==> config.mk <==
export PLATFORM = sky130hd
export DESIGN_NAME = socks5_greeting_request_parser
export DESIGN_NICKNAME = d
export VERILOG_FILES = /design/src/s5gp_pkg.sv /design/src/socks5_greeting_request_parser.sv
export SDC_FILE = /design/constraint.sdc
export NUM_CORES = 1
export LEC_CHECK = 0
export ABC_AREA = 1
export BUFFER_PORTS_ARGS = -buffer_cell sky130_fd_sc_hd__clkbuf_2
export CAP_MARGIN = 5
export CORE_ASPECT_RATIO = 0.5
export CORE_UTILIZATION = 35
export DETAILED_ROUTE_END_ITERATION = 16
export PLACE_DENSITY_LB_ADDON = 0.3
export SYNTH_ARGS = -nofsm -noshare
export SYNTH_HDL_FRONTEND = slang
export SYNTH_SLANG_ARGS = --single-unit
export TNS_END_PERCENT = 30
==> constraint.sdc <==
create_clock -name clk -period 3.7 [get_ports clk]
set_clock_uncertainty 0.05 [all_clocks]
set_input_delay 0.925 -clock clk [delete_from_list [all_inputs] [get_ports clk]]
set_output_delay 0.925 -clock clk [all_outputs]
set_load 0.1 [all_outputs]
==> src/s5gp_pkg.sv <==
// Shared constants for the SOCKS5 greeting and request parser.
package s5gp_pkg;

  localparam int unsigned StatusW = 4;
  localparam int unsigned KindW   = 2;

  typedef enum logic [StatusW-1:0] {
    ST_MORE      = 4'd0,
    ST_GREET_OK  = 4'd1,
    ST_GREET_BAD = 4'd2,
    ST_NO_METH   = 4'd3,
    ST_REQ_DONE  = 4'd4,
    ST_REQ_BAD   = 4'd5,
    ST_BAD_ATYP  = 4'd6,
    ST_RELAY     = 4'd7,
    ST_CLOSED    = 4'd8
  } status_t;

  typedef enum logic [KindW-1:0] {
    KIND_NONE   = 2'd0,
    KIND_IPV4   = 2'd1,
    KIND_DOMAIN = 2'd2,
    KIND_IPV6   = 2'd3
  } addr_kind_t;

  localparam logic [7:0] SocksVersion = 8'h05;
  localparam logic [7:0] MethodNoAuth = 8'h00;
  localparam logic [7:0] CmdConnect   = 8'h01;
  localparam logic [7:0] RsvZero      = 8'h00;
  localparam logic [7:0] AtypIpv4     = 8'h01;
  localparam logic [7:0] AtypDomain   = 8'h03;
  localparam logic [7:0] AtypIpv6     = 8'h04;
  localparam logic [7:0] LenIpv4      = 8'd4;
  localparam logic [7:0] LenIpv6      = 8'd16;

endpackage

==> src/socks5_greeting_request_parser.sv <==
// SOCKS5 greeting and CONNECT request parser, one client byte per request.
//
// Input channel: in_valid/in_stall carry byte_in, one client byte per request.
// Output channel: out_valid/out_stall carry one result per input byte: status,
// held address type, length and port, an address-byte flag and the byte echo.
// Output is registered: a byte taken in one cycle appears on the output in
// the next. Throughput is one byte per cycle while the receiver is not
// stalling, as all parse state updates on each accepted byte; a new byte is
// taken while a result waits as long as the receiver is not stalling.
// When the receiver stalls, the result register holds and in_stall rises, so
// no further byte is taken until the result is consumed.
// Reset returns the parser to the start of a greeting with all held address
// fields cleared and the output empty. After a bad request the block answers
// every byte as closed until the next reset.
module socks5_greeting_request_parser (
  input  logic       clk,
  input  logic       rst,
  input  logic       in_valid,
  output logic       in_stall,
  input  logic [7:0] byte_in,
  output logic       out_valid,
  input  logic       out_stall,
  output logic [3:0] status,
  output logic [1:0] address_type,
  output logic [7:0] address_length,
  output logic [15:0] dest_port,
  output logic       is_address_byte,
  output logic [7:0] data_out
);

  typedef enum logic [3:0] {
    PH_G_VER, PH_G_NMETH, PH_G_METH,
    PH_R_VER, PH_R_CMD, PH_R_RSV, PH_R_ATYP, PH_R_DLEN, PH_R_ADDR,
    PH_R_PHI, PH_R_PLO, PH_RELAY, PH_CLOSED
  } phase_t;

  phase_t                phase, phase_next;
  logic [7:0]            remaining_count, remaining_count_next;
  logic                  noauth_seen, noauth_seen_next;
  logic                  greeting_error, greeting_error_next;
  s5gp_pkg::addr_kind_t  addr_kind, addr_kind_next;
  logic [7:0]            addr_len_held, addr_len_held_next;
  logic [15:0]           port_held, port_held_next;
  s5gp_pkg::status_t     status_next;
  logic                  is_addr_next;
  logic [7:0]            count_dec;
  logic                  accept;

  assign in_stall  = out_valid && out_stall;
  assign accept    = in_valid && !in_stall;
  assign count_dec = remaining_count - 8'd1;

  always_comb begin
    phase_next           = phase;
    remaining_count_next = remaining_count;
    noauth_seen_next     = noauth_seen;
    greeting_error_next  = greeting_error;
    addr_kind_next       = addr_kind;
    addr_len_held_next   = addr_len_held;
    port_held_next       = port_held;
    status_next          = s5gp_pkg::ST_MORE;
    is_addr_next         = 1'b0;
    case (phase)
      PH_G_VER: begin
        noauth_seen_next    = 1'b0;
        greeting_error_next = (byte_in != s5gp_pkg::SocksVersion);
        phase_next          = PH_G_NMETH;
      end
      PH_G_NMETH: begin
        if (byte_in == 8'd0) begin
          status_next          = s5gp_pkg::ST_GREET_BAD;
          phase_next           = PH_G_VER;
          remaining_count_next = 8'd0;
          noauth_seen_next     = 1'b0;
          greeting_error_next  = 1'b0;
        end else begin
          remaining_count_next = byte_in;
          phase_next           = PH_G_METH;
        end
      end
      PH_G_METH: begin
        remaining_count_next = count_dec;
        if (byte_in == s5gp_pkg::MethodNoAuth) begin
          noauth_seen_next = 1'b1;
        end
        if (count_dec == 8'd0) begin
          if (greeting_error) begin
            status_next = s5gp_pkg::ST_GREET_BAD;
          end else if (noauth_seen_next) begin
            status_next = s5gp_pkg::ST_GREET_OK;
          end else begin
            status_next = s5gp_pkg::ST_NO_METH;
          end
          if (!greeting_error && noauth_seen_next) begin
            phase_next         = PH_R_VER;
            addr_kind_next     = s5gp_pkg::KIND_NONE;
            addr_len_held_next = 8'd0;
            port_held_next     = 16'd0;
          end else begin
            phase_next           = PH_G_VER;
            remaining_count_next = 8'd0;
            noauth_seen_next     = 1'b0;
            greeting_error_next  = 1'b0;
          end
        end
      end
      PH_R_VER: begin
        if (byte_in != s5gp_pkg::SocksVersion) begin
          status_next = s5gp_pkg::ST_REQ_BAD;
          phase_next  = PH_CLOSED;
        end else begin
          phase_next = PH_R_CMD;
        end
      end
      PH_R_CMD: begin
        if (byte_in != s5gp_pkg::CmdConnect) begin
          status_next = s5gp_pkg::ST_REQ_BAD;
          phase_next  = PH_CLOSED;
        end else begin
          phase_next = PH_R_RSV;
        end
      end
      PH_R_RSV: begin
        if (byte_in != s5gp_pkg::RsvZero) begin
          status_next = s5gp_pkg::ST_REQ_BAD;
          phase_next  = PH_CLOSED;
        end else begin
          phase_next = PH_R_ATYP;
        end
      end
      PH_R_ATYP: begin
        if (byte_in == s5gp_pkg::AtypIpv4) begin
          addr_kind_next       = s5gp_pkg::KIND_IPV4;
          addr_len_held_next   = s5gp_pkg::LenIpv4;
          remaining_count_next = s5gp_pkg::LenIpv4;
          phase_next           = PH_R_ADDR;
        end else if (byte_in == s5gp_pkg::AtypDomain) begin
          addr_kind_next = s5gp_pkg::KIND_DOMAIN;
          phase_next     = PH_R_DLEN;
        end else if (byte_in == s5gp_pkg::AtypIpv6) begin
          addr_kind_next       = s5gp_pkg::KIND_IPV6;
          addr_len_held_next   = s5gp_pkg::LenIpv6;
          remaining_count_next = s5gp_pkg::LenIpv6;
          phase_next           = PH_R_ADDR;
        end else begin
          status_next = s5gp_pkg::ST_BAD_ATYP;
          phase_next  = PH_CLOSED;
        end
      end
      PH_R_DLEN: begin
        addr_len_held_next   = byte_in;
        remaining_count_next = byte_in;
        phase_next           = (byte_in == 8'd0) ? PH_R_PHI : PH_R_ADDR;
      end
      PH_R_ADDR: begin
        is_addr_next         = 1'b1;
        remaining_count_next = count_dec;
        if (count_dec == 8'd0) begin
          phase_next = PH_R_PHI;
        end
      end
      PH_R_PHI: begin
        port_held_next = {byte_in, 8'd0};
        phase_next     = PH_R_PLO;
      end
      PH_R_PLO: begin
        port_held_next = {port_held[15:8], byte_in};
        status_next    = s5gp_pkg::ST_REQ_DONE;
        phase_next     = PH_RELAY;
      end
      PH_RELAY: begin
        status_next = s5gp_pkg::ST_RELAY;
      end
      default: begin
        status_next = s5gp_pkg::ST_CLOSED;
        phase_next  = PH_CLOSED;
      end
    endcase
  end

  always_ff @(posedge clk) begin
    if (rst) begin
      phase           <= PH_G_VER;
      remaining_count <= 8'd0;
      noauth_seen     <= 1'b0;
      greeting_error  <= 1'b0;
      addr_kind       <= s5gp_pkg::KIND_NONE;
      addr_len_held   <= 8'd0;
      port_held       <= 16'd0;
      out_valid       <= 1'b0;
      status          <= s5gp_pkg::ST_MORE;
      address_type    <= s5gp_pkg::KIND_NONE;
      address_length  <= 8'd0;
      dest_port       <= 16'd0;
      is_address_byte <= 1'b0;
      data_out        <= 8'd0;
    end else begin
      if (accept) begin
        phase           <= phase_next;
        remaining_count <= remaining_count_next;
        noauth_seen     <= noauth_seen_next;
        greeting_error  <= greeting_error_next;
        addr_kind       <= addr_kind_next;
        addr_len_held   <= addr_len_held_next;
        port_held       <= port_held_next;
        out_valid       <= 1'b1;
        status          <= status_next;
        address_type    <= addr_kind_next;
        address_length  <= addr_len_held_next;
        dest_port       <= port_held_next;
        is_address_byte <= is_addr_next;
        data_out        <= byte_in;
      end else if (!out_stall) begin
        out_valid <= 1'b0;
      end
    end
  end

endmodule
==> results of run 1 <==
[logic make-up (layout without fill, tap and decap cells)]
| group | after synthesis | after routing |
|---|---|---|
| and+or+nand+nor | 304 | 304 |
| xor gates and xnor gates | 1 | 1 |
| adders and majority gates | 2 | 2 |
| buffers and inverters | 96 | 144 |
| AOI/OAI and AO/OA | 61 | 61 |
| DFF | 54 | 54 |
[cells in the final DEF (no fill, tap or decap), drive strengths merged]
cell,instances
nor3,3
o21ai,25
nand4,19
nand3b,2
clkinv,1
nand3,21
nor2,105
xor2,1
dfxtp,54
nand2,154
clkbuf,60
buf,2
o2111ai,1
a21oi,33
ha,2
inv,81
o211ai,1
a22oi,1
[per-stage QoR]
stage                     utilization  setup slack (ps)  instances  total power [W]  cell area [µm²]
after global routing            0.426              1090        683          0.00196             3780
after global placement          0.407              1150        675          0.00133             3620
after CTS                       0.426              1150        683          0.00187             3780
final                           0.426              1150        683          0.00186             3780
after floorplan                     -              1210        518          0.00123             3280
after detailed placement        0.407              1150        675          0.00134             3620
[layout make-up]
class,count,area [µm²],area share
timing repair buffer,54,275,0.0728
tap,117,146,0.0387
clock buffer,8,166,0.0440
sequential,54,1080,0.286
multi-input combinational,368,1800,0.477
inverter,82,310,0.0820
[routing by layer]
layer	GRT usage	routed length [µm]
met1	0.275	4480
met2	0.301	3900
met3	0.0336	491
met4	0.0494	111
met5	0	0
[registers in the layout, summed over array words and instances (netlist names), 2 cells and up]
signal           count
addr_kind            2
addr_len_held        8
data_out             8
phase                4
port_held           16
remaining_count      8
status               4
[worst max-delay path, delay by kind of cell]
| kind | cells | cell delay [ps] |
|---|---|---|
| buffers and inverters | 3 | 580 |
| and+or+nand+nor | 1 | 70 |
[power groups by stage]
stage	combinational, W	sequential [W]	clock (W)
3_5_place_dp	0.000664	0.000678	0
3_3_place_gp	0.000657	0.000678	0
4_1_cts	0.000667	0.000665	0.000535
2_1_floorplan	0.000379	0.000848	0
6_report	0.000669	0.000665	0.000524
5_1_grt	0.000733	0.000671	0.000554
[worst paths after layout]
path | to | slack (ps) | cells past startpoint
hold / removal | status[2]$_SDFFE_PP0P_ | 420 | 2
setup reg to reg | port_held[7]$_SDFFE_PP0P_ | 1350 | 13
hold reg to reg | status[2]$_SDFFE_PP0P_ | 420 | 2
setup / recovery | in_stall | 1150 | 4
==> impl_metrics.tcl, run 1 <==
set metrics [dict create \
    outcome "finished clean" \
    power.switching_w 0.000764 \
    grt_pass1_wl_mm 14.9 \
    pwr-share-clk 0.282 \
    yosysTopAreaCell "dfxtp_1" \
    crit_path_start "out_stall" \
    cts.path.max_buffers 2 \
    ys_ff_latch 54 \
    cp_slowest_cell "clkbuf_2" \
    relSlewSlack 0.636 \
    p_seq_frac 0.358 \
    yosys_warnings 0 \
    drive_above_1_share 0.208 \
    antenna_cells 0 \
    cts_tree "yes" \
    setup_viol 0 \
    postRouteAntennaNets 0 \
    ios 53 \
    peakVddDrop_uv 230 \
    sw_frac_of_total 0.411 \
    synth_edf_count 0 \
    fin_nets 579 \
    numCtsBuffers 5 \
    gp_congestion 0.925 \
    p_per_area_nw_per_um2 491 \
    crit_arrival_ps 1580 \
    die_y_um 70.4 \
    cts_setup_buffers 0 \
    r2r_start "remaining_count[0]$_SDFFE_PP0P_" \
    chipWidth_um 139 \
    synth.avg_cell_area_um2 6.33 \
    end_kind "primary output" \
    dieArea_um2 9780 \
    ys_async_sr_fraction 0 \
    synth_fa_ha_area_frac 0.00763 \
    synth_xor_area_frac 0.00267 \
    rsz0062_at_grt "no" \
    crit_path_start_kind "input pin" \
    final.min_clock_period_ps 2550 \
    hold_viol_final 0 \
    grt_max_degree 42 \
    synthCells 518 \
    crit_type "input pin to primary output" \
    leakagePower_nw 1.82 \
    cts_root_buffer "clkbuf_16" \
    clk_latency_ps 300 \
    area_growth_pct 15.4 \
    max-cap-violations 0 \
    crit_fanout 2 \
    synthFlopType "dfxtp_1" \
    cp_cell_sequence "clkbuf_2 -> nand2_1 -> inv_2 -> clkbuf_2" \
    yosys.area_share.simple 0.434 \
    avgRoutedWirePerCell_um 13.1 \
    synth_commonest_cells "nand2_1 (135), nor2_1 (91), inv_1 (69), dfxtp_1 (54), a21oi_1 (31)" \
    drc 0 \
    cts_resized 0 \
    synth_top_area_frac 0.330 \
    critPathRequiredTime_ps 2720 \
    cp_common_cell "clkbuf_2" \
    synth_fp_nets 532 \
    dr.pass1.iters 7 \
    first_global_vias 3013 \
    synth.area.mux_share 0 \
    hold_path_class "register to register" \
    min_period_over_period 0.690 \
    hold_start "status[2]$_SDFFE_PP0P_" \
    cts-htree-levels 2 \
    p_int_w 0.00110 \
    cts_sinks 54 \
    mappedNetlistArea_um2 3280 \
    p_comb_frac 0.360 \
    ys_types 33 \
    synth_compound_area_frac 0.105 \
    ctsHoldBuffers 0 \
    start_util 0.369 \
    ys_top_cells_by_area "dfxtp_1 (33%), nand2_1 (15%), nor2_1 (10%)" \
    hpwl_mm 6.66 \
    routed_wl_mm 8.98 \
    coreArea_um2 8890 \
    holdWs_ps 416 \
    io_buffer_count 52 \
    drtIter0Drc 271 \
    synth_top_family_by_area "simple AND/OR/NAND/NOR gates" \
    cpPeakStageDelay_ps 450 \
    gr-usage-all-layers 0.193 \
    tightestPinTransition_ps 548 \
    avgViaCountPerCell 4.81 \
    grt_overflow 0 \
    nFillCells 968 \
    path_clk_slew_ps 70 \
    finalSetupTns_ps 0 \
    num_rows 24 \
    vias 3285 \
    yosysSeqAreaShare 0.330 \
    synth.most_common_cell "nand2_1" \
    maxClockFrequency_ghz 0.392 \
    antenna_found_initial 0 \
    finalMaxSlewViolations 0 \
]
Note: power is estimated with default switching activity, not from simulation.
==> run 2, diff against run 1 <==
==> constraint.sdc (replaced) <==
create_clock -name clk -period 2.57 [get_ports clk]
set_clock_uncertainty 0.05 [all_clocks]
set_input_delay 0.6425 -clock clk [delete_from_list [all_inputs] [get_ports clk]]
set_output_delay 0.6425 -clock clk [all_outputs]
set_load 0.1 [all_outputs]
==> run 2 against run 1 <==
  * Total power up 43%
  * Sequential power up 44%
  * Non-clock buffer count up 2
  * Global-route usage up 0.054 points
  * Utilization up 0.13 points
  * Cell count up 0.29%
  * Worst hold slack about the same
  * Die area unchanged
  * Final area up 0.30%
  * Routed wire length up 0.61%
  * Critical path type is now register to register
  * Critical endpoint is now port_held[6]$_SDFFE_PP0P_
  * Largest cell class unchanged
==> impl_metrics.tcl, run 2 (synthesized netlist as in run 1, its figures left out) <==
set metrics [dict create \
    dr.pass1.iters 7 \
    hpwl_mm 6.79 \
    routed_wl_mm 9.04 \
    cts_setup_buffers 0 \
    drtIter0Drc 284 \
    grt_max_degree 42 \
    io_buffer_count 52 \
    gr-usage-all-layers 0.194 \
    fin_nets 581 \
    clk_latency_ps 300 \
    numCtsBuffers 5 \
    final.min_clock_period_ps 2290 \
    drive_above_1_share 0.211 \
    rsz0062_at_grt "no" \
    ios 53 \
    holdWs_ps 416 \
    crit_fanout 22 \
    chipWidth_um 139 \
    hold_path_class "register to register" \
    grt_pass1_wl_mm 15.0 \
    cp_cell_sequence "inv_2 -> ha_1 -> nand2_2 -> nand2_2 -> nor2_2 -> nand3_1 -> nor2_2 -> nand2_2 -> nand2_4 -> nand3_2 -> nand2_1 -> nand2_1 -> nor2_1" \
    grt_overflow 0 \
    cp_slowest_cell "dfxtp_1" \
    outcome "finished clean" \
    ctsHoldBuffers 0 \
    drc 0 \
    largest_register_ffs 16 \
    cts.path.max_buffers 2 \
    relSlewSlack 0.630 \
    largest_register "port_held" \
    postRouteAntennaNets 0 \
    finalMaxSlewViolations 0 \
    start_util 0.369 \
    end_kind "register" \
    p_per_area_nw_per_um2 699 \
    hold_viol_final 0 \
    die_y_um 70.4 \
    critPathRequiredTime_ps 2770 \
    setup_viol 0 \
    pre_cts_ws_ps 219 \
    crit_path_start_kind "register" \
    cts_resized 0 \
    num_rows 24 \
    min_period_over_period 0.890 \
    crit_type "register to register" \
    first_global_vias 3054 \
    cp_common_cell "nand2_2" \
    cts-htree-levels 2 \
    nFillCells 962 \
    cts_tree "yes" \
    avgViaCountPerCell 4.77 \
    avgRoutedWirePerCell_um 13.2 \
    leakagePower_nw 1.83 \
    finalSetupTns_ps 0 \
    cpPeakStageDelay_ps 420 \
    layout_common_cells "nand2_1 (135), nor2_1 (90), inv_1 (69)" \
    final_common_cell "nand2_1" \
    coreArea_um2 8890 \
    dieArea_um2 9780 \
    gp_congestion 0.919 \
    vias 3267 \
    antenna_cells 0 \
    path_clk_slew_ps 70 \
    crit_arrival_ps 2480 \
    cts_root_buffer "clkbuf_16" \
    antenna_found_initial 0 \
    max-cap-violations 0 \
    layout_setup_ws_ps 282 \
    area_growth_pct 15.7 \
    peakVddDrop_uv 319 \
    tightestPinTransition_ps 558 \
    cts_sinks 54 \
    maxClockFrequency_ghz 0.437 \
]
-- run 2: cell count changes in the layout (fill, tap and decap cells not counted), sizes merged --
| cell | change |
|---|---|
| inv | +1 |
| buf | +2 |
| clkinvlp | +1 |
| clkbuf | -2 |
-- run 2: path summary, 6_finish.rpt --
kind / slack (ps) / endpoint / cells past startpoint / start
setup reg to reg: 280 / port_held[6]$_SDFFE_PP0P_ / 13 / remaining_count[0]$_SDFFE_PP0P_
setup / recovery: 280 / port_held[6]$_SDFFE_PP0P_ / 13 / remaining_count[0]$_SDFFE_PP0P_
hold reg to reg: 420 / status[1]$_SDFFE_PP0P_ / 2 / status[1]$_SDFFE_PP0P_
hold / removal: 420 / status[1]$_SDFFE_PP0P_ / 2 / status[1]$_SDFFE_PP0P_
-- run 2: area by class of cell --
type                            instances  area (µm²)  share of cell area
Sequential cell                        54        1080               0.285
Inverter                               82         310              0.0818
Timing Repair Buffer                   56         290              0.0765
Clock buffer                            6         139              0.0366
Tap cell                              117         146              0.0386
Clock inverter                          2        16.3             0.00429
Multi-Input combinational cell        368        1810               0.477
-- run 2: layer usage --
metal  up-vias  wire length, µm  global-route usage
li1       1711                -                   -
met1      1453             4650               0.273
met2        92             3800               0.304
met3        11              482              0.0364
met4         0              108              0.0469
met5         -                0                   0
-- run 2: critical path: cells and delay by family (launching register included) --
kind	cells	cell delay, ps
AND/OR/NAND/NOR	11	1440
flip-flops	1	420
adder cells (fa/ha/maj)	1	230
buffers and inverters	1	90
-- run 2: stage by stage --
step | std cells | cell area [µm²] | power (W) | util
after CTS | 685 | 3790 | 0.00266 | 0.426
after detailed placement | 677 | 3630 | 0.00194 | 0.409
final | 685 | 3790 | 0.00265 | 0.427
after floorplan | 518 | 3280 | 0.00177 | -
after global routing | 685 | 3790 | 0.00279 | 0.427
after global placement | 677 | 3630 | 0.00194 | 0.409
-- run 2: power by group --
| group | internal (W) | switching [W] | leakage (nW) |
|---|---|---|---|
| logic | 0.000238 | 0.000735 | 1.31 |
| registers | 0.000902 | 0.0000559 | 0.440 |
| clock network | 0.000392 | 0.000327 | 0.0735 |
| total | 0.00153 | 0.00112 | 1.83 |
